===== config.mk =====
export PLATFORM = sky130hd
export DESIGN_NAME = tape_image_pulse_generator_top
export DESIGN_NICKNAME = d
export VERILOG_FILES = /design/src/design/tipg_pkg.sv /design/src/design/tape_image_pulse_generator_top.sv /design/src/design/tipg_fifo.sv /design/src/design/tipg_front.sv /design/src/design/tipg_back.sv
export SDC_FILE = /design/constraint.sdc
export NUM_CORES = 1
export LEC_CHECK = 0
export ABC_CLOCK_PERIOD_IN_PS = 4100
export BUFFER_PORTS_ARGS = -buffer_cell sky130_fd_sc_hd__buf_2
export CORE_ASPECT_RATIO = 2
export CORE_MARGIN = 4
export CORE_UTILIZATION = 60
export CTS_CLUSTER_DIAMETER = 100
export DETAILED_ROUTE_END_ITERATION = 12
export PLACE_DENSITY = 0.88
export SYNTH_ARGS = -nofsm -noshare
export SYNTH_HDL_FRONTEND = slang
export SYNTH_SLANG_ARGS = --single-unit

===== constraint.sdc =====
create_clock -name clk -period 4.1 [get_ports clk]
set_input_delay 0.205 -clock clk [delete_from_list [all_inputs] [get_ports clk]]
set_output_delay 0.205 -clock clk [all_outputs]
set_load 0.005 [all_outputs]

===== src/design/tipg_pkg.sv =====
package tipg_pkg;

    localparam int unsigned CFG_IDX_W = 3;
    localparam int unsigned CFG_DATA_W = 20;

    localparam logic [CFG_IDX_W-1:0] REG_PILOT_COUNT_HEADER = 3'd0;
    localparam logic [CFG_IDX_W-1:0] REG_PILOT_COUNT_DATA   = 3'd1;
    localparam logic [CFG_IDX_W-1:0] REG_PILOT_HALF_US      = 3'd2;
    localparam logic [CFG_IDX_W-1:0] REG_SYNC_FIRST_US      = 3'd3;
    localparam logic [CFG_IDX_W-1:0] REG_SYNC_SECOND_US     = 3'd4;
    localparam logic [CFG_IDX_W-1:0] REG_ZERO_PULSE_US      = 3'd5;
    localparam logic [CFG_IDX_W-1:0] REG_ONE_PULSE_US       = 3'd6;
    localparam logic [CFG_IDX_W-1:0] REG_PAUSE_US           = 3'd7;

    localparam logic [13:0] RST_PILOT_COUNT_HEADER = 14'd8063;
    localparam logic [13:0] RST_PILOT_COUNT_DATA   = 14'd3223;
    localparam logic [11:0] RST_PILOT_HALF_US      = 12'd619;
    localparam logic [11:0] RST_SYNC_FIRST_US      = 12'd191;
    localparam logic [11:0] RST_SYNC_SECOND_US     = 12'd210;
    localparam logic [11:0] RST_ZERO_PULSE_US      = 12'd244;
    localparam logic [11:0] RST_ONE_PULSE_US       = 12'd489;
    localparam logic [19:0] RST_PAUSE_US           = 20'd1000000;

    localparam logic [2:0] TONE_SILENCE = 3'd0;
    localparam logic [2:0] TONE_PILOT   = 3'd1;
    localparam logic [2:0] TONE_SYNC1   = 3'd2;
    localparam logic [2:0] TONE_SYNC2   = 3'd3;
    localparam logic [2:0] TONE_ZERO    = 3'd4;
    localparam logic [2:0] TONE_ONE     = 3'd5;

    // Segment sequence of one job: preamble, eight bits, pause
    localparam logic [3:0] STEP_PILOT    = 4'd0;
    localparam logic [3:0] STEP_SYNC1    = 4'd1;
    localparam logic [3:0] STEP_SYNC2    = 4'd2;
    localparam logic [3:0] STEP_GAP      = 4'd3;
    localparam logic [3:0] STEP_BIT_MSB  = 4'd4;
    localparam logic [3:0] STEP_BIT_LSB  = 4'd11;
    localparam logic [3:0] STEP_PAUSE    = 4'd12;

    typedef struct packed {
        logic [13:0] pilot_count_header;
        logic [13:0] pilot_count_data;
        logic [11:0] pilot_half_us;
        logic [11:0] sync_first_us;
        logic [11:0] sync_second_us;
        logic [11:0] zero_pulse_us;
        logic [11:0] one_pulse_us;
        logic [19:0] pause_us;
    } cfg_t;

    typedef struct packed {
        logic       preamble;
        logic       flag_zero;
        logic       bits;
        logic       pause;
        logic [7:0] data;
    } job_t;

    typedef struct packed {
        logic [2:0]  tone;
        logic [19:0] duration_us;
        logic [14:0] repeat_res;
        logic        last;
    } seg_t;

endpackage


===== src/design/tape_image_pulse_generator_top.sv =====
// Tape image pulse generator: one tape byte in, up to thirteen tone segments out.
// Path: a byte's job passes the job queue and the back sequencer's job register before
// its segments reach the result queue. Throughput: one segment per cycle from the back
// sequencer while the result queue has room, so a data byte gives eight segments
// (twelve with the block preamble, one more with the pause). Reset clears the parser
// to expect a length low byte, empties both queues and loads the register defaults.
module tape_image_pulse_generator_top
    import tipg_pkg::*;
#(
    parameter int unsigned JOB_DEPTH = 2,
    parameter int unsigned OUT_DEPTH = 2
)
(
    input  logic                  clk,
    input  logic                  rst_n,
    input  logic                  push,
    output logic                  full,
    input  logic [7:0]            tap_byte,
    input  logic                  image_end,
    output logic                  empty,
    input  logic                  pop,
    output logic [2:0]            tone,
    output logic [19:0]           duration_us,
    output logic [14:0]           repeat_res,
    output logic                  last,
    input  logic                  cfg_valid,
    output logic                  cfg_ready,
    input  logic [CFG_IDX_W-1:0]  cfg_index,
    input  logic [CFG_DATA_W-1:0] cfg_data
);

    cfg_t cfg_reg;
    logic in_accept;
    logic job_valid;
    job_t front_job;
    logic job_full;
    logic job_empty;
    logic job_pop;
    job_t back_job;
    logic seg_valid;
    seg_t seg;
    logic seg_full;
    seg_t out_seg;

    assign cfg_ready = 1'b1;

    always_ff @(posedge clk or negedge rst_n)
    begin
        if (!rst_n)
        begin
            cfg_reg.pilot_count_header <= RST_PILOT_COUNT_HEADER;
            cfg_reg.pilot_count_data   <= RST_PILOT_COUNT_DATA;
            cfg_reg.pilot_half_us      <= RST_PILOT_HALF_US;
            cfg_reg.sync_first_us      <= RST_SYNC_FIRST_US;
            cfg_reg.sync_second_us     <= RST_SYNC_SECOND_US;
            cfg_reg.zero_pulse_us      <= RST_ZERO_PULSE_US;
            cfg_reg.one_pulse_us       <= RST_ONE_PULSE_US;
            cfg_reg.pause_us           <= RST_PAUSE_US;
        end
        else if (cfg_valid && cfg_ready)
        begin
            unique case (cfg_index)
                REG_PILOT_COUNT_HEADER: cfg_reg.pilot_count_header <= cfg_data[13:0];
                REG_PILOT_COUNT_DATA:   cfg_reg.pilot_count_data   <= cfg_data[13:0];
                REG_PILOT_HALF_US:      cfg_reg.pilot_half_us      <= cfg_data[11:0];
                REG_SYNC_FIRST_US:      cfg_reg.sync_first_us      <= cfg_data[11:0];
                REG_SYNC_SECOND_US:     cfg_reg.sync_second_us     <= cfg_data[11:0];
                REG_ZERO_PULSE_US:      cfg_reg.zero_pulse_us      <= cfg_data[11:0];
                REG_ONE_PULSE_US:       cfg_reg.one_pulse_us       <= cfg_data[11:0];
                REG_PAUSE_US:           cfg_reg.pause_us           <= cfg_data;
                default: ;
            endcase
        end
    end

    // Hold input whenever the job queue cannot take a job
    assign full      = job_full;
    assign in_accept = push && !job_full;

    tipg_front u_front (
        .clk       (clk),
        .rst_n     (rst_n),
        .accept    (in_accept),
        .tap_byte  (tap_byte),
        .image_end (image_end),
        .job_valid (job_valid),
        .job       (front_job)
    );

    tipg_fifo #(
        .WIDTH ($bits(job_t)),
        .DEPTH (JOB_DEPTH)
    ) u_job_queue (
        .clk     (clk),
        .rst_n   (rst_n),
        .wr_en   (in_accept && job_valid),
        .wr_data (front_job),
        .full    (job_full),
        .rd_en   (job_pop),
        .rd_data (back_job),
        .empty   (job_empty)
    );

    tipg_back u_back (
        .clk       (clk),
        .rst_n     (rst_n),
        .cfg       (cfg_reg),
        .job_in    (back_job),
        .job_empty (job_empty),
        .job_pop   (job_pop),
        .seg_valid (seg_valid),
        .seg       (seg),
        .seg_full  (seg_full)
    );

    tipg_fifo #(
        .WIDTH ($bits(seg_t)),
        .DEPTH (OUT_DEPTH)
    ) u_out_queue (
        .clk     (clk),
        .rst_n   (rst_n),
        .wr_en   (seg_valid),
        .wr_data (seg),
        .full    (seg_full),
        .rd_en   (pop),
        .rd_data (out_seg),
        .empty   (empty)
    );

    assign tone        = out_seg.tone;
    assign duration_us = out_seg.duration_us;
    assign repeat_res  = out_seg.repeat_res;
    assign last        = out_seg.last;

endmodule


===== src/design/tipg_fifo.sv =====
module tipg_fifo
    import tipg_pkg::*;
#(
    parameter int unsigned WIDTH = 8,
    parameter int unsigned DEPTH = 2
)
(
    input  logic             clk,
    input  logic             rst_n,
    input  logic             wr_en,
    input  logic [WIDTH-1:0] wr_data,
    output logic             full,
    input  logic             rd_en,
    output logic [WIDTH-1:0] rd_data,
    output logic             empty
);

    localparam int unsigned PTR_W = $clog2(DEPTH);
    localparam int unsigned CNT_W = $clog2(DEPTH + 1);
    localparam logic [PTR_W-1:0] PTR_LAST = PTR_W'(DEPTH - 1);
    localparam logic [CNT_W-1:0] CNT_FULL = CNT_W'(DEPTH);

    logic [WIDTH-1:0] mem_reg [DEPTH];
    logic [PTR_W-1:0] wr_ptr_reg, wr_ptr_next;
    logic [PTR_W-1:0] rd_ptr_reg, rd_ptr_next;
    logic [CNT_W-1:0] count_reg, count_next;
    logic             do_wr;
    logic             do_rd;

    assign full    = (count_reg == CNT_FULL);
    assign empty   = (count_reg == '0);
    assign do_wr   = wr_en && !full;
    assign do_rd   = rd_en && !empty;
    assign rd_data = mem_reg[rd_ptr_reg];

    always_comb
    begin
        wr_ptr_next = wr_ptr_reg;
        rd_ptr_next = rd_ptr_reg;
        count_next  = count_reg;
        if (do_wr)
        begin
            wr_ptr_next = (wr_ptr_reg == PTR_LAST) ? '0 : wr_ptr_reg + 1'b1;
        end
        if (do_rd)
        begin
            rd_ptr_next = (rd_ptr_reg == PTR_LAST) ? '0 : rd_ptr_reg + 1'b1;
        end
        if (do_wr && !do_rd)
        begin
            count_next = count_reg + 1'b1;
        end
        else if (do_rd && !do_wr)
        begin
            count_next = count_reg - 1'b1;
        end
    end

    always_ff @(posedge clk or negedge rst_n)
    begin
        if (!rst_n)
        begin
            wr_ptr_reg <= '0;
            rd_ptr_reg <= '0;
            count_reg  <= '0;
        end
        else
        begin
            wr_ptr_reg <= wr_ptr_next;
            rd_ptr_reg <= rd_ptr_next;
            count_reg  <= count_next;
        end
    end

    always_ff @(posedge clk)
    begin
        if (do_wr)
        begin
            mem_reg[wr_ptr_reg] <= wr_data;
        end
    end

endmodule


===== src/design/tipg_front.sv =====
module tipg_front
    import tipg_pkg::*;
(
    input  logic       clk,
    input  logic       rst_n,
    input  logic       accept,
    input  logic [7:0] tap_byte,
    input  logic       image_end,
    output logic       job_valid,
    output job_t       job
);

    typedef enum logic [2:0] {
        PH_LEN_LO = 3'b001,
        PH_LEN_HI = 3'b010,
        PH_DATA   = 3'b100
    } phase_t;

    phase_t      phase_reg, phase_next;
    logic [15:0] block_length_reg, block_length_next;
    logic [15:0] bytes_left_reg, bytes_left_next;
    logic [15:0] full_length;
    logic [15:0] left_dec;

    assign full_length = {tap_byte, block_length_reg[7:0]};
    assign left_dec    = bytes_left_reg - 16'd1;

    always_comb
    begin
        phase_next        = phase_reg;
        block_length_next = block_length_reg;
        bytes_left_next   = bytes_left_reg;
        job_valid         = 1'b0;
        job.preamble      = 1'b0;
        job.flag_zero     = (tap_byte == 8'd0);
        job.bits          = 1'b0;
        job.pause         = 1'b0;
        job.data          = tap_byte;
        unique case (phase_reg)
            PH_LEN_LO:
            begin
                block_length_next = {block_length_reg[15:8], tap_byte};
                phase_next        = PH_LEN_HI;
            end
            PH_LEN_HI:
            begin
                block_length_next = full_length;
                bytes_left_next   = full_length;
                if (full_length == 16'd0 || image_end)
                begin
                    job_valid  = 1'b1;
                    job.pause  = 1'b1;
                    phase_next = PH_LEN_LO;
                end
                else
                begin
                    phase_next = PH_DATA;
                end
            end
            PH_DATA:
            begin
                job_valid       = 1'b1;
                job.preamble    = (bytes_left_reg == block_length_reg);
                job.bits        = 1'b1;
                bytes_left_next = left_dec;
                if (left_dec == 16'd0 || image_end)
                begin
                    job.pause  = 1'b1;
                    phase_next = PH_LEN_LO;
                end
            end
            default:
            begin
                phase_next = PH_LEN_LO;
            end
        endcase
        if (image_end)
        begin
            phase_next      = PH_LEN_LO;
            bytes_left_next = '0;
        end
    end

    always_ff @(posedge clk or negedge rst_n)
    begin
        if (!rst_n)
        begin
            phase_reg        <= PH_LEN_LO;
            block_length_reg <= '0;
            bytes_left_reg   <= '0;
        end
        else if (accept)
        begin
            phase_reg        <= phase_next;
            block_length_reg <= block_length_next;
            bytes_left_reg   <= bytes_left_next;
        end
    end

endmodule


===== src/design/tipg_back.sv =====
module tipg_back
    import tipg_pkg::*;
(
    input  logic clk,
    input  logic rst_n,
    input  cfg_t cfg,
    input  job_t job_in,
    input  logic job_empty,
    output logic job_pop,
    output logic seg_valid,
    output seg_t seg,
    input  logic seg_full
);

    logic       active_reg, active_next;
    job_t       job_reg, job_next;
    logic [3:0] step_reg, step_next;
    logic [3:0] end_step;
    logic [3:0] start_step;
    logic [2:0] bit_idx;
    logic       bit_val;
    logic       seg_done;
    logic       load;

    assign end_step   = job_reg.pause ? STEP_PAUSE : STEP_BIT_LSB;
    assign start_step = job_in.preamble ? STEP_PILOT :
                        (job_in.bits ? STEP_BIT_MSB : STEP_PAUSE);
    assign bit_idx    = 3'(step_reg - STEP_BIT_MSB);
    assign bit_val    = job_reg.data[3'd7 - bit_idx];

    assign seg_valid = active_reg;
    assign seg_done  = active_reg && !seg_full;
    // Load the next job on the last segment so that jobs run without a gap
    assign load      = !job_empty && (!active_reg || (seg_done && step_reg == end_step));
    assign job_pop   = load;

    always_comb
    begin
        seg.last       = (step_reg == end_step);
        seg.repeat_res = 15'd1;
        seg.tone       = TONE_SILENCE;
        seg.duration_us = cfg.pause_us;
        if (step_reg == STEP_PILOT)
        begin
            seg.tone        = TONE_PILOT;
            seg.duration_us = 20'(cfg.pilot_half_us);
            seg.repeat_res  = job_reg.flag_zero ?
                              15'(cfg.pilot_count_header) + 15'd1 :
                              15'(cfg.pilot_count_data) + 15'd1;
        end
        else if (step_reg == STEP_SYNC1)
        begin
            seg.tone        = TONE_SYNC1;
            seg.duration_us = 20'(cfg.sync_first_us);
        end
        else if (step_reg == STEP_SYNC2)
        begin
            seg.tone        = TONE_SYNC2;
            seg.duration_us = 20'(cfg.sync_second_us);
        end
        else if (step_reg == STEP_GAP)
        begin
            seg.tone        = TONE_SILENCE;
            seg.duration_us = 20'(cfg.sync_second_us);
        end
        else if (step_reg <= STEP_BIT_LSB)
        begin
            seg.tone        = bit_val ? TONE_ONE : TONE_ZERO;
            seg.duration_us = bit_val ? 20'(cfg.one_pulse_us) : 20'(cfg.zero_pulse_us);
        end
    end

    always_comb
    begin
        active_next = active_reg;
        job_next    = job_reg;
        step_next   = step_reg;
        if (seg_done)
        begin
            if (step_reg == end_step)
            begin
                active_next = 1'b0;
            end
            else
            begin
                step_next = step_reg + 4'd1;
            end
        end
        if (load)
        begin
            active_next = 1'b1;
            job_next    = job_in;
            step_next   = start_step;
        end
    end

    always_ff @(posedge clk or negedge rst_n)
    begin
        if (!rst_n)
        begin
            active_reg <= 1'b0;
            step_reg   <= STEP_PILOT;
        end
        else
        begin
            active_reg <= active_next;
            step_reg   <= step_next;
        end
    end

    always_ff @(posedge clk)
    begin
        job_reg <= job_next;
    end

endmodule


==> results of run 1 <==
cells by family after synthesis:
logic type / Yosys count / share of synthesized area (%)
fa+ha+maj: 9 / 0.913
mux: 189 / 17.3
other cells: 1 / 0.0304
simple gates: 209 / 9.11
compound gates: 145 / 7.99
xor+xnor: 41 / 2.91
flops: 268 / 59.5
buf+inv: 66 / 2.25
per-stage QoR:
| stage | hold WS, ns | instance area (µm²) | total power, W | util, % | std cells |
|---|---|---|---|---|---|
| finish | 0.0151 | 13800 | 0.0103 | 67.5 | 1282 |
| global route | 0.0114 | 13800 | 0.0109 | 67.5 | 1282 |
| global placement | 0.310 | 12900 | 0.00807 | 63.5 | 1227 |
| detailed placement | 0.318 | 12900 | 0.00823 | 63.5 | 1227 |
| CTS | 0.00359 | 13800 | 0.0103 | 67.5 | 1282 |
| floorplan | -0.0906 | 12300 | 0.00700 | - | 928 |
layout make-up:
| type | instances | share of cell area [%] |
|---|---|---|
| Clock buffer | 31 | 4.62 |
| Clock inverter | 11 | 0.464 |
| Timing Repair Buffer | 99 | 4.28 |
| Multi-Input combinational cell | 594 | 34.5 |
| Sequential cell | 268 | 53.3 |
| Tap cell | 266 | 2.42 |
| Inverter | 13 | 0.355 |
critical path, stage by stage, from the launching register on:
cell and delay [ns]:
dfrtp_1 0.76, nor4bb_1 0.28, o21ai_1 0.18, o21ai_0 0.30
o21a_1 0.60, inv_1 0.11, ha_1 0.24, xor2_1 0.14
nor2_1 0.12, xor2_1 0.14
per-layer routing:
layer	GRT usage, %	routed length [µm]
met1	25.4	9250
met3	2.78	1420
met2	48.7	16300
met4	14.3	1690
met5	0	0
Yosys cell counts, drive strengths merged (3+ instances only):
cell	n	area share [%]
a211oi	3	0.18
a21oi	27	1.1
a221o	6	0.49
a31oi	4	0.25
a32oi	4	0.28
and2	5	0.25
and3	11	0.56
buf	20	0.85
clkbuf	33	1.0
dfrtp	101	20
dfstp	55	12
edfxtp	112	27
ha	9	0.91
inv	12	0.37
mux2	172	16
mux2i	15	1.2
nand2	56	1.7
nand2b	3	0.15
nand3	13	0.53
nand3b	3	0.18
nand4	10	0.51
nand4b	3	0.21
nor2	41	1.2
nor2b	8	0.41
nor3	19	0.81
nor3b	6	0.41
nor4	12	0.83
nor4b	3	0.21
o211ai	3	0.18
o21a	3	0.18
o21ai	39	1.6
o221ai	10	0.71
o22a	3	0.21
o22ai	10	0.51
o31ai	5	0.30
o32ai	12	0.85
or3b	5	0.36
or4	3	0.21
xnor2	13	0.92
xor2	28	2.0
worst paths after layout:
path | from | endpoint | slack, ns | cells past startpoint
min in group asynchronous | rst_n | cfg_reg[70]$_DFFE_PN0P_ | 0.33 | 2
worst min register to register | cfg_reg[12]$_DFFE_PN0P_ | cfg_reg[12]$_DFFE_PN0P_ | 0.50 | 1
worst max register to register | u_back.step_reg[2]$_DFFE_PN0P_ | u_job_queue.count_reg[1]$_DFFE_PN0P_ | 1.14 | 9
max in group asynchronous | rst_n | cfg_reg[71]$_DFFE_PN1P_ | 2.85 | 3
worst max-delay path | u_back.step_reg[2]$_DFFE_PN0P_ | u_job_queue.count_reg[1]$_DFFE_PN0P_ | 1.14 | 9
worst min-delay path | cfg_data[13] | cfg_reg[93]$_DFFE_PN0P_ | 0.02 | 2
power groups by stage:
stage / Clock, W / Combinational [W] / Sequential (W)
floorplan: 0 / 0.00261 / 0.00439
global placement: 0 / 0.00338 / 0.00469
detailed placement: 0 / 0.00347 / 0.00476
CTS: 0.00207 / 0.00351 / 0.00472
global route: 0.00218 / 0.00386 / 0.00483
finish: 0.00205 / 0.00353 / 0.00473
timing repair:
item,4_1_cts,5_1_grt
buffers inserted,0,0
hold buffers,13,0
endpoints found under the hold margin,69,0
==> impl_metrics.env, run 1 <==
export IMPL_drive_gt1_share_pct=36.4
export IMPL_firstDrtPassIters=5
export IMPL_p_sw_w=0.00364
export IMPL_drt_total_wl_um=28700
export IMPL_row_count=74
export IMPL_numClockSinks=268
export IMPL_crit_path_end_kind="flop"
export IMPL_root_buffer="clkbuf_16"
export IMPL_drv_cap=0
export IMPL_min_period_ns=2.96
export IMPL_rsz0062_at_grt="no"
export IMPL_seq_area_frac_synth_pct=59.5
export IMPL_max_clock_freq_ghz=0.338
export IMPL_ys_types=72
export IMPL_ctsResizeCount=0
export IMPL_relSlewSlack_pct=19.3
export IMPL_p_int_w=0.00667
export IMPL_wl_per_cell_um=22.4
export IMPL_ys_warn_count=0
export IMPL_first_iter_violations=412
export IMPL_insertion_delay_ns=0.51
export IMPL_start_util_pct=60.5
export IMPL_cts_max_level=1
export IMPL_drc_errors=0
export IMPL_io_buffers=77
export IMPL_syn_inst=928
export IMPL_die_area_mm2=0.0230
export IMPL_finalNetCount=1045
export IMPL_grt_pass1_wl_um=45000
export IMPL_largest_reg_flops=108
export IMPL_crit_required_ns=4.54
export IMPL_peakVddDrop_uv=445
export IMPL_setup_violations=0
export IMPL_status="finished, final reports clean"
export IMPL_synthToLayoutAreaGrowth_pct=11.6
export IMPL_worst_path_max_fanout=22
export IMPL_place_congestion=1.08
export IMPL_drv_slew=0
export IMPL_cts_buffer_depth=3
export IMPL_fp_dieH_um=211
export IMPL_synthArstFlopShare_pct=58.2
export IMPL_p_per_area_mw_per_mm2=750
export IMPL_drt_vias_per_instance=6.29
export IMPL_synth_ff_type="edfxtp_1"
export IMPL_worstPathArrival_ns=3.40
export IMPL_multiInputGateArea_mm2=0.00475
export IMPL_swShare_pct=35.3
export IMPL_post_place_ws_ns=1.19
export IMPL_hold_violations=0
export IMPL_min_period_over_period_pct=72.2
export IMPL_diodes=0
export IMPL_critPathKind="flop to flop"
export IMPL_grt_util_all_layers_pct=25.4
export IMPL_numCtsBuffers=23
export IMPL_comb_power_share_pct=34.2
export IMPL_io_pins=79
export IMPL_antenna_found_initial=0
export IMPL_grt_max_degree=92
export IMPL_fillers=1368
export IMPL_start_kind="flop"
export IMPL_dp_hpwl_um=19800
export IMPL_p_clk_share_pct=19.9
export IMPL_hp_class="input pin to flop"
export IMPL_synthesis_area_mm2=0.0123
export IMPL_die_w_um=109
export IMPL_cts_reportedPaths_clkPinSlew_ns=0.07
export IMPL_final_cell_mix="mux2_2, edfxtp_1, dfrtp_1, buf_2, nand2_1"
export IMPL_tns_ns=0
export IMPL_power_sequential_fraction_pct=45.9
export IMPL_syn_avg_cell_area_um2=13.3
export IMPL_core_mm2=0.0204
export IMPL_synth_enable_flop_cells=112
export IMPL_tritoncts="built"
export IMPL_syn_nets=974
export IMPL_final_common_cell="mux2_2"
export IMPL_clock_skew_ns=0.0171
export IMPL_final_seq_area_mm2=0.00734
export IMPL_ant_nets=0
export IMPL_leakage_nw=5.49
export IMPL_tightest_slew_ns=1.21
export IMPL_first_global_vias=8500
export IMPL_num_vias=8060
export IMPL_grt_overflow=0
export IMPL_setup_slack_ns=1.14
export IMPL_synth_seq_cells=268
Power figures use the tool's default switching activity.
==> run 2: changes to the inputs <==
--- a/config.mk
+++ b/config.mk
@@ -5,7 +5,7 @@
 export SDC_FILE = /design/constraint.sdc
 export NUM_CORES = 1
 export LEC_CHECK = 0
-export ABC_CLOCK_PERIOD_IN_PS = 4100
+export ABC_CLOCK_PERIOD_IN_PS = 2800
 export BUFFER_PORTS_ARGS = -buffer_cell sky130_fd_sc_hd__buf_2
 export CORE_ASPECT_RATIO = 2
 export CORE_MARGIN = 4
==> constraint.sdc (replaced) <==
create_clock -name clk -period 2.8 [get_ports clk]
set_input_delay 0.14 -clock clk [delete_from_list [all_inputs] [get_ports clk]]
set_output_delay 0.14 -clock clk [all_outputs]
set_load 0.005 [all_outputs]
==> run 2 against run 1 <==
  * Highest routed layer unchanged
  * Clock skew is 0.0038 ns lower
  * Via count is 4.5% higher
  * First-iteration DRC count is 36% higher
  * Die area stayed put
  * Critical path type unchanged
  * Register-to-register slack worse by 0.79 ns
  * Maximum frequency is 21% higher
==> impl_metrics.env, run 2 (synthesized netlist as in run 1, its figures left out) <==
export IMPL_status="finished, final reports clean"
export IMPL_firstDrtPassIters=5
export IMPL_max_clock_freq_ghz=0.408
export IMPL_drive_gt1_share_pct=37.9
export IMPL_die_w_um=109
export IMPL_critPathKind="flop to flop"
export IMPL_grt_overflow=0
export IMPL_hold_violations=0
export IMPL_crit_path_end_kind="flop"
export IMPL_crit_required_ns=3.06
export IMPL_p_per_area_mw_per_mm2=1110
export IMPL_peakVddDrop_uv=629
export IMPL_first_iter_violations=559
export IMPL_fp_dieH_um=211
export IMPL_start_util_pct=60.5
export IMPL_final_cell_mix="mux2_2, edfxtp_1, dfrtp_1, buf_2, nand2_1"
export IMPL_io_buffers=77
export IMPL_synthToLayoutAreaGrowth_pct=14.8
export IMPL_drt_total_wl_um=30100
export IMPL_drt_vias_per_instance=6.37
export IMPL_row_count=74
export IMPL_die_area_mm2=0.0230
export IMPL_first_global_vias=8924
export IMPL_drc_errors=0
export IMPL_numClockSinks=268
export IMPL_swShare_pct=34.8
export IMPL_tns_ns=0
export IMPL_worstPathArrival_ns=2.71
export IMPL_finalNetCount=1085
export IMPL_antenna_found_initial=0
export IMPL_numCtsBuffers=23
export IMPL_insertion_delay_ns=0.52
export IMPL_cts_buffer_depth=3
export IMPL_dp_hpwl_um=20600
export IMPL_p_clk_share_pct=20.8
export IMPL_grt_max_degree=78
export IMPL_final_common_cell="mux2_2"
export IMPL_core_mm2=0.0204
export IMPL_power_sequential_fraction_pct=43.6
export IMPL_p_sw_w=0.00546
export IMPL_start_kind="flop"
export IMPL_relSlewSlack_pct=44.6
export IMPL_reg2regPathDepth=6
export IMPL_min_period_over_period_pct=87.6
export IMPL_comb_power_share_pct=35.6
export IMPL_num_vias=8419
export IMPL_tightest_slew_ns=0.827
export IMPL_p_int_w=0.0102
export IMPL_cts_reportedPaths_clkPinSlew_ns=0.07
export IMPL_finalPower_w=0.0157
export IMPL_hp_class="input pin to flop"
export IMPL_drv_cap=0
export IMPL_min_period_ns=2.45
export IMPL_io_pins=79
export IMPL_rsz0062_at_grt="no"
export IMPL_cts_max_level=1
export IMPL_wl_per_cell_um=22.8
export IMPL_setup_slack_ns=0.346
export IMPL_clock_skew_ns=0.0133
export IMPL_drv_slew=0
export IMPL_post_place_ws_ns=0.461
export IMPL_worst_path_max_fanout=10
export IMPL_ant_nets=0
export IMPL_cts_setup_buffers=0
export IMPL_tritoncts="built"
export IMPL_diodes=0
export IMPL_grt_util_all_layers_pct=26.5
export IMPL_leakage_nw=5.71
export IMPL_setup_violations=0
export IMPL_root_buffer="clkbuf_16"
export IMPL_place_congestion=1.01
export IMPL_holdPathStages=2
export IMPL_largest_reg_flops=108
export IMPL_grt_pass1_wl_um=46900
## run 2: changes by cell type in the layout (fill, tap and decap cells not counted), sizes merged
cell,before,now
buf,86,116
dlygate4sd3,13,23
bufinv,0,3
clkbuf,31,29
clkinv,10,8
## run 2: final timing paths
| check | from | endpoint | slack (ns) |
|---|---|---|---|
| min in group asynchronous | rst_n | u_front.phase_reg[1]$_DFFE_PN0P_ | 0.25 |
| setup / recovery | u_back.step_reg[0]$_DFFE_PN0P_ | u_out_queue.mem_reg[0][24]$_DFFE_PP_ | 0.35 |
| max in group asynchronous | rst_n | cfg_reg[27]$_DFFE_PN1P_ | 1.68 |
| setup reg to reg | u_back.step_reg[0]$_DFFE_PN0P_ | u_out_queue.mem_reg[0][24]$_DFFE_PP_ | 0.35 |
| hold reg to reg | cfg_reg[12]$_DFFE_PN0P_ | cfg_reg[12]$_DFFE_PN0P_ | 0.50 |
| hold / removal | cfg_data[1] | cfg_reg[21]$_DFFE_PN0P_ | 0.02 |
## run 2: layer usage
metal  track usage (%)  vias to the layer above  wire [µm]
met5                 0                        -          0
met4              15.8                        0       1840
met3              3.27                      130       1620
met2              49.6                      356      16900
met1              27.3                     4243       9670
li1                  -                     3690          -
## run 2: critical path, cell delays in order, from the launching register on
cell      delay (ns)
dfrtp_1         0.53
inv_1           0.15
ha_1            0.32
o41ai_2         0.50
o21ai_2         0.30
o221ai_1        0.31
a21oi_1         0.10
## run 2: layout make-up
| cell class | count | area [µm²] |
|---|---|---|
| Timing Repair Buffer | 139 | 927 |
| Sequential cell | 268 | 7340 |
| Clock buffer | 29 | 618 |
| Inverter | 13 | 48.8 |
| Tap cell | 266 | 333 |
| Multi-Input combinational cell | 594 | 4750 |
| Fill cell | 1346 | 6220 |
| Clock inverter | 12 | 143 |
## run 2: power groups by stage
| stage | Clock (W) | Combinational, W | Sequential, W |
|---|---|---|---|
| 2_1_floorplan | 0 | 0.00382 | 0.00641 |
| 3_3_place_gp | 0 | 0.00530 | 0.00677 |
| 3_5_place_dp | 0 | 0.00545 | 0.00688 |
| 4_1_cts | 0.00330 | 0.00555 | 0.00682 |
| 5_1_grt | 0.00346 | 0.00606 | 0.00697 |
| 6_report | 0.00326 | 0.00558 | 0.00684 |
## run 2: timing repair
item | 4_1_cts | 5_1_grt
hold buffers | 23 | 0
resized for setup | 0 | 0
endpoints found under the setup margin | 0 | 0
hold endpoints to repair | 124 | 0
## run 2: per-stage QoR
step	hold slack [ns]	cell area [µm²]	std cells	utilization, %
after floorplan	-0.156	12300	928	-
after global placement	0.229	13200	1257	64.6
after detailed placement	0.239	13200	1257	64.6
after CTS	0.00843	14200	1321	69.5
after global routing	0.0210	14200	1321	69.5
final	0.0217	14200	1321	69.5
==> run 3: changes to the inputs <==
--- a/config.mk
+++ b/config.mk
@@ -7,12 +7,11 @@
 export LEC_CHECK = 0
 export ABC_CLOCK_PERIOD_IN_PS = 2800
 export BUFFER_PORTS_ARGS = -buffer_cell sky130_fd_sc_hd__buf_2
-export CORE_ASPECT_RATIO = 2
 export CORE_MARGIN = 4
 export CORE_UTILIZATION = 60
 export CTS_CLUSTER_DIAMETER = 100
 export DETAILED_ROUTE_END_ITERATION = 12
-export PLACE_DENSITY = 0.88
+export PLACE_DENSITY_LB_ADDON = 0.3
 export SYNTH_ARGS = -nofsm -noshare
 export SYNTH_HDL_FRONTEND = slang
 export SYNTH_SLANG_ARGS = --single-unit
==> run 3 against run 2 <==
  * Combinational power down 1%
  * Wire length down 9.3%
  * Total power up 0.44%
  * Final cell count up 0.83%
  * Core utilization up 1.2 points
  * Critical path depth up 2
  * Count of clock-buffer cells in the layout up 15
  * Flip-flop and latch count unchanged
  * Via count down 3.8%
  * Non-clock buffer count down 1
  * Worst hold slack worse by 0.0042 ns
  * Largest power group unchanged
  * Highest routed layer unchanged
==> impl_metrics.env, run 3 (synthesized netlist as in run 1, its figures left out) <==
export IMPL_fillers=1350
export IMPL_rsz0062_at_grt="no"
export IMPL_timing_hold_ws_ns=0.0176
export IMPL_insertion_delay_ns=0.52
export IMPL_final_cell_mix="mux2_2, edfxtp_1, dfrtp_1, buf_2, nand2_1"
export IMPL_highest_layer="met4"
export IMPL_wl_met3_um=1780
export IMPL_first_global_vias=8300
export IMPL_grt_max_degree=74
export IMPL_setup_violations=0
export IMPL_ctsResizeCount=0
export IMPL_root_buffer="clkbuf_16"
export IMPL_io_pins=79
export IMPL_synthToLayoutAreaGrowth_pct=16.0
export IMPL_min_period_ns=2.43
export IMPL_critPathBufInv=2
export IMPL_diodes=0
export IMPL_max_clock_freq_ghz=0.411
export IMPL_die_w_um=151
export IMPL_cts_max_level=1
export IMPL_placed_cell_area_mm2=0.0131
export IMPL_io_buffers=77
export IMPL_setup_slack_ns=0.367
export IMPL_drt_total_wl_um=27300
export IMPL_num_vias=8102
export IMPL_grt_util_all_layers_pct=24.3
export IMPL_relSlewSlack_pct=41.1
export IMPL_drc_errors=0
export IMPL_numCtsBuffers=27
export IMPL_antenna_found_initial=0
export IMPL_min_period_over_period_pct=86.9
export IMPL_cts_buffer_depth=3
export IMPL_worst_path_max_fanout=8
export IMPL_hold_violations=0
export IMPL_tns_ns=0
export IMPL_path_cells="inv_1 -> ha_1 -> nor3b_1 -> buf_4 -> a32oi_1 -> o32ai_1 -> nand4_1 -> o31ai_1"
export IMPL_status="finished, final reports clean"
export IMPL_grt_overflow=0
export IMPL_wl_met1_um=11800
export IMPL_peakVddDrop_uv=535
export IMPL_numClockSinks=268
export IMPL_die_area_mm2=0.0229
export IMPL_crit_family="compound AO/OA/AOI/OAI gates"
export IMPL_drt_vias_per_instance=6.08
export IMPL_wl_per_cell_um=20.5
export IMPL_drive_gt1_share_pct=37.9
export IMPL_core_mm2=0.0202
export IMPL_clock_skew_ns=0.0150
export IMPL_hp_class="input pin to flop"
export IMPL_row_count=52
export IMPL_ant_nets=0
export IMPL_start_util_pct=60.9
export IMPL_crit_path_end_kind="flop"
export IMPL_cp_slowest_cell="dfrtp_1"
export IMPL_dp_hpwl_um=18000
export IMPL_largest_reg_flops=108
export IMPL_final_common_cell="mux2_2"
export IMPL_finalNetCount=1088
export IMPL_p_per_area_mw_per_mm2=1100
export IMPL_worstPathArrival_ns=2.72
export IMPL_cts_reportedPaths_clkPinSlew_ns=0.06
export IMPL_grt_pass1_wl_um=44000
export IMPL_place_congestion=0.910
export IMPL_drv_cap=0
export IMPL_start_kind="flop"
export IMPL_met2_length_um=13000
export IMPL_firstDrtPassIters=7
export IMPL_tightest_slew_ns=0.879
export IMPL_critPathKind="flop to flop"
export IMPL_post_place_ws_ns=0.412
export IMPL_cpPeakStageDelay_ns=0.46
export IMPL_design_area_mm2=0.0143
export IMPL_drv_slew=0
export IMPL_fp_dieH_um=151
export IMPL_final_core_util_pct=70.7
export IMPL_crit_required_ns=3.08
export IMPL_tritoncts="built"
export IMPL_first_iter_violations=569
export IMPL_leakage_nw=5.77
==> run 3: changes by cell type in the layout (fill, tap and decap cells not counted), moves of 3 or more <==
cell / previous run / this run
clkbuf_8: 2 / 10
bufinv_16: 3 / 0
buf_4: 38 / 32
dlygate4sd3_1: 23 / 27
clkbuf_16: 23 / 28
==> run 3: final timing paths <==
check / end / cells after the start / slack (ns) / start
min in group asynchronous: cfg_reg[89]$_DFFE_PN0P_ / 2 / 0.20 / rst_n
max in group asynchronous: u_front.phase_reg[0]$_DFFE_PN1P_ / 3 / 1.75 / rst_n
hold reg to reg: u_out_queue.rd_ptr_reg$_DFFE_PN0P_ / 1 / 0.49 / u_out_queue.rd_ptr_reg$_DFFE_PN0P_
setup reg to reg: u_job_queue.mem_reg[1][8]$_DFFE_PP_ / 8 / 0.37 / u_front.bytes_left_reg[0]$_DFFE_PN0P_
hold / removal: cfg_reg[83]$_DFFE_PN0P_ / 2 / 0.02 / cfg_data[3]
setup / recovery: u_job_queue.mem_reg[1][8]$_DFFE_PP_ / 8 / 0.37 / u_front.bytes_left_reg[0]$_DFFE_PN0P_
==> run 3: metrics by stage <==
stage	instances	power, W
floorplan	928	0.0102
global placement	1256	0.0120
detailed placement	1256	0.0122
CTS	1332	0.0158
global route	1332	0.0167
finish	1332	0.0158
==> run 3: layer usage <==
layer	global-route usage [%]	vias to the layer above
li1	-	3707
met1	34.0	4045
met2	39.2	290
met3	4.19	60
met4	7.71	0
met5	0	-
==> run 3: power by group <==
group	total [W]	switching, W	internal (W)
Clock	0.00351	0.00142	0.00210
Sequential	0.00673	0.000854	0.00587
Combinational	0.00552	0.00303	0.00248
==> run 3: timing repair <==
item / in CTS / in global routing
hold endpoints to repair: 148 / 0
buffers inserted: 0 / 0
hold buffers: 27 / 0
==> run 3: worst reg2reg max path: cells and delay by family, from the launching register on <==
| family | cells | cell delay (ns) |
|---|---|---|
| flops | 1 | 0.46 |
| compound gates | 3 | 0.67 |
| simple gates | 2 | 0.48 |
| fa+ha+maj | 1 | 0.30 |
| buf+inv | 2 | 0.29 |
==> run 3: area by class of cell <==
type	instances	area (µm²)	area share [%]
Inverter	13	48.8	0.341
Multi-Input combinational cell	594	4750	33.2
Sequential cell	268	7340	51.3
Clock inverter	5	25.0	0.175
Timing Repair Buffer	138	942	6.59
Clock buffer	44	865	6.05
Tap cell	270	338	2.36
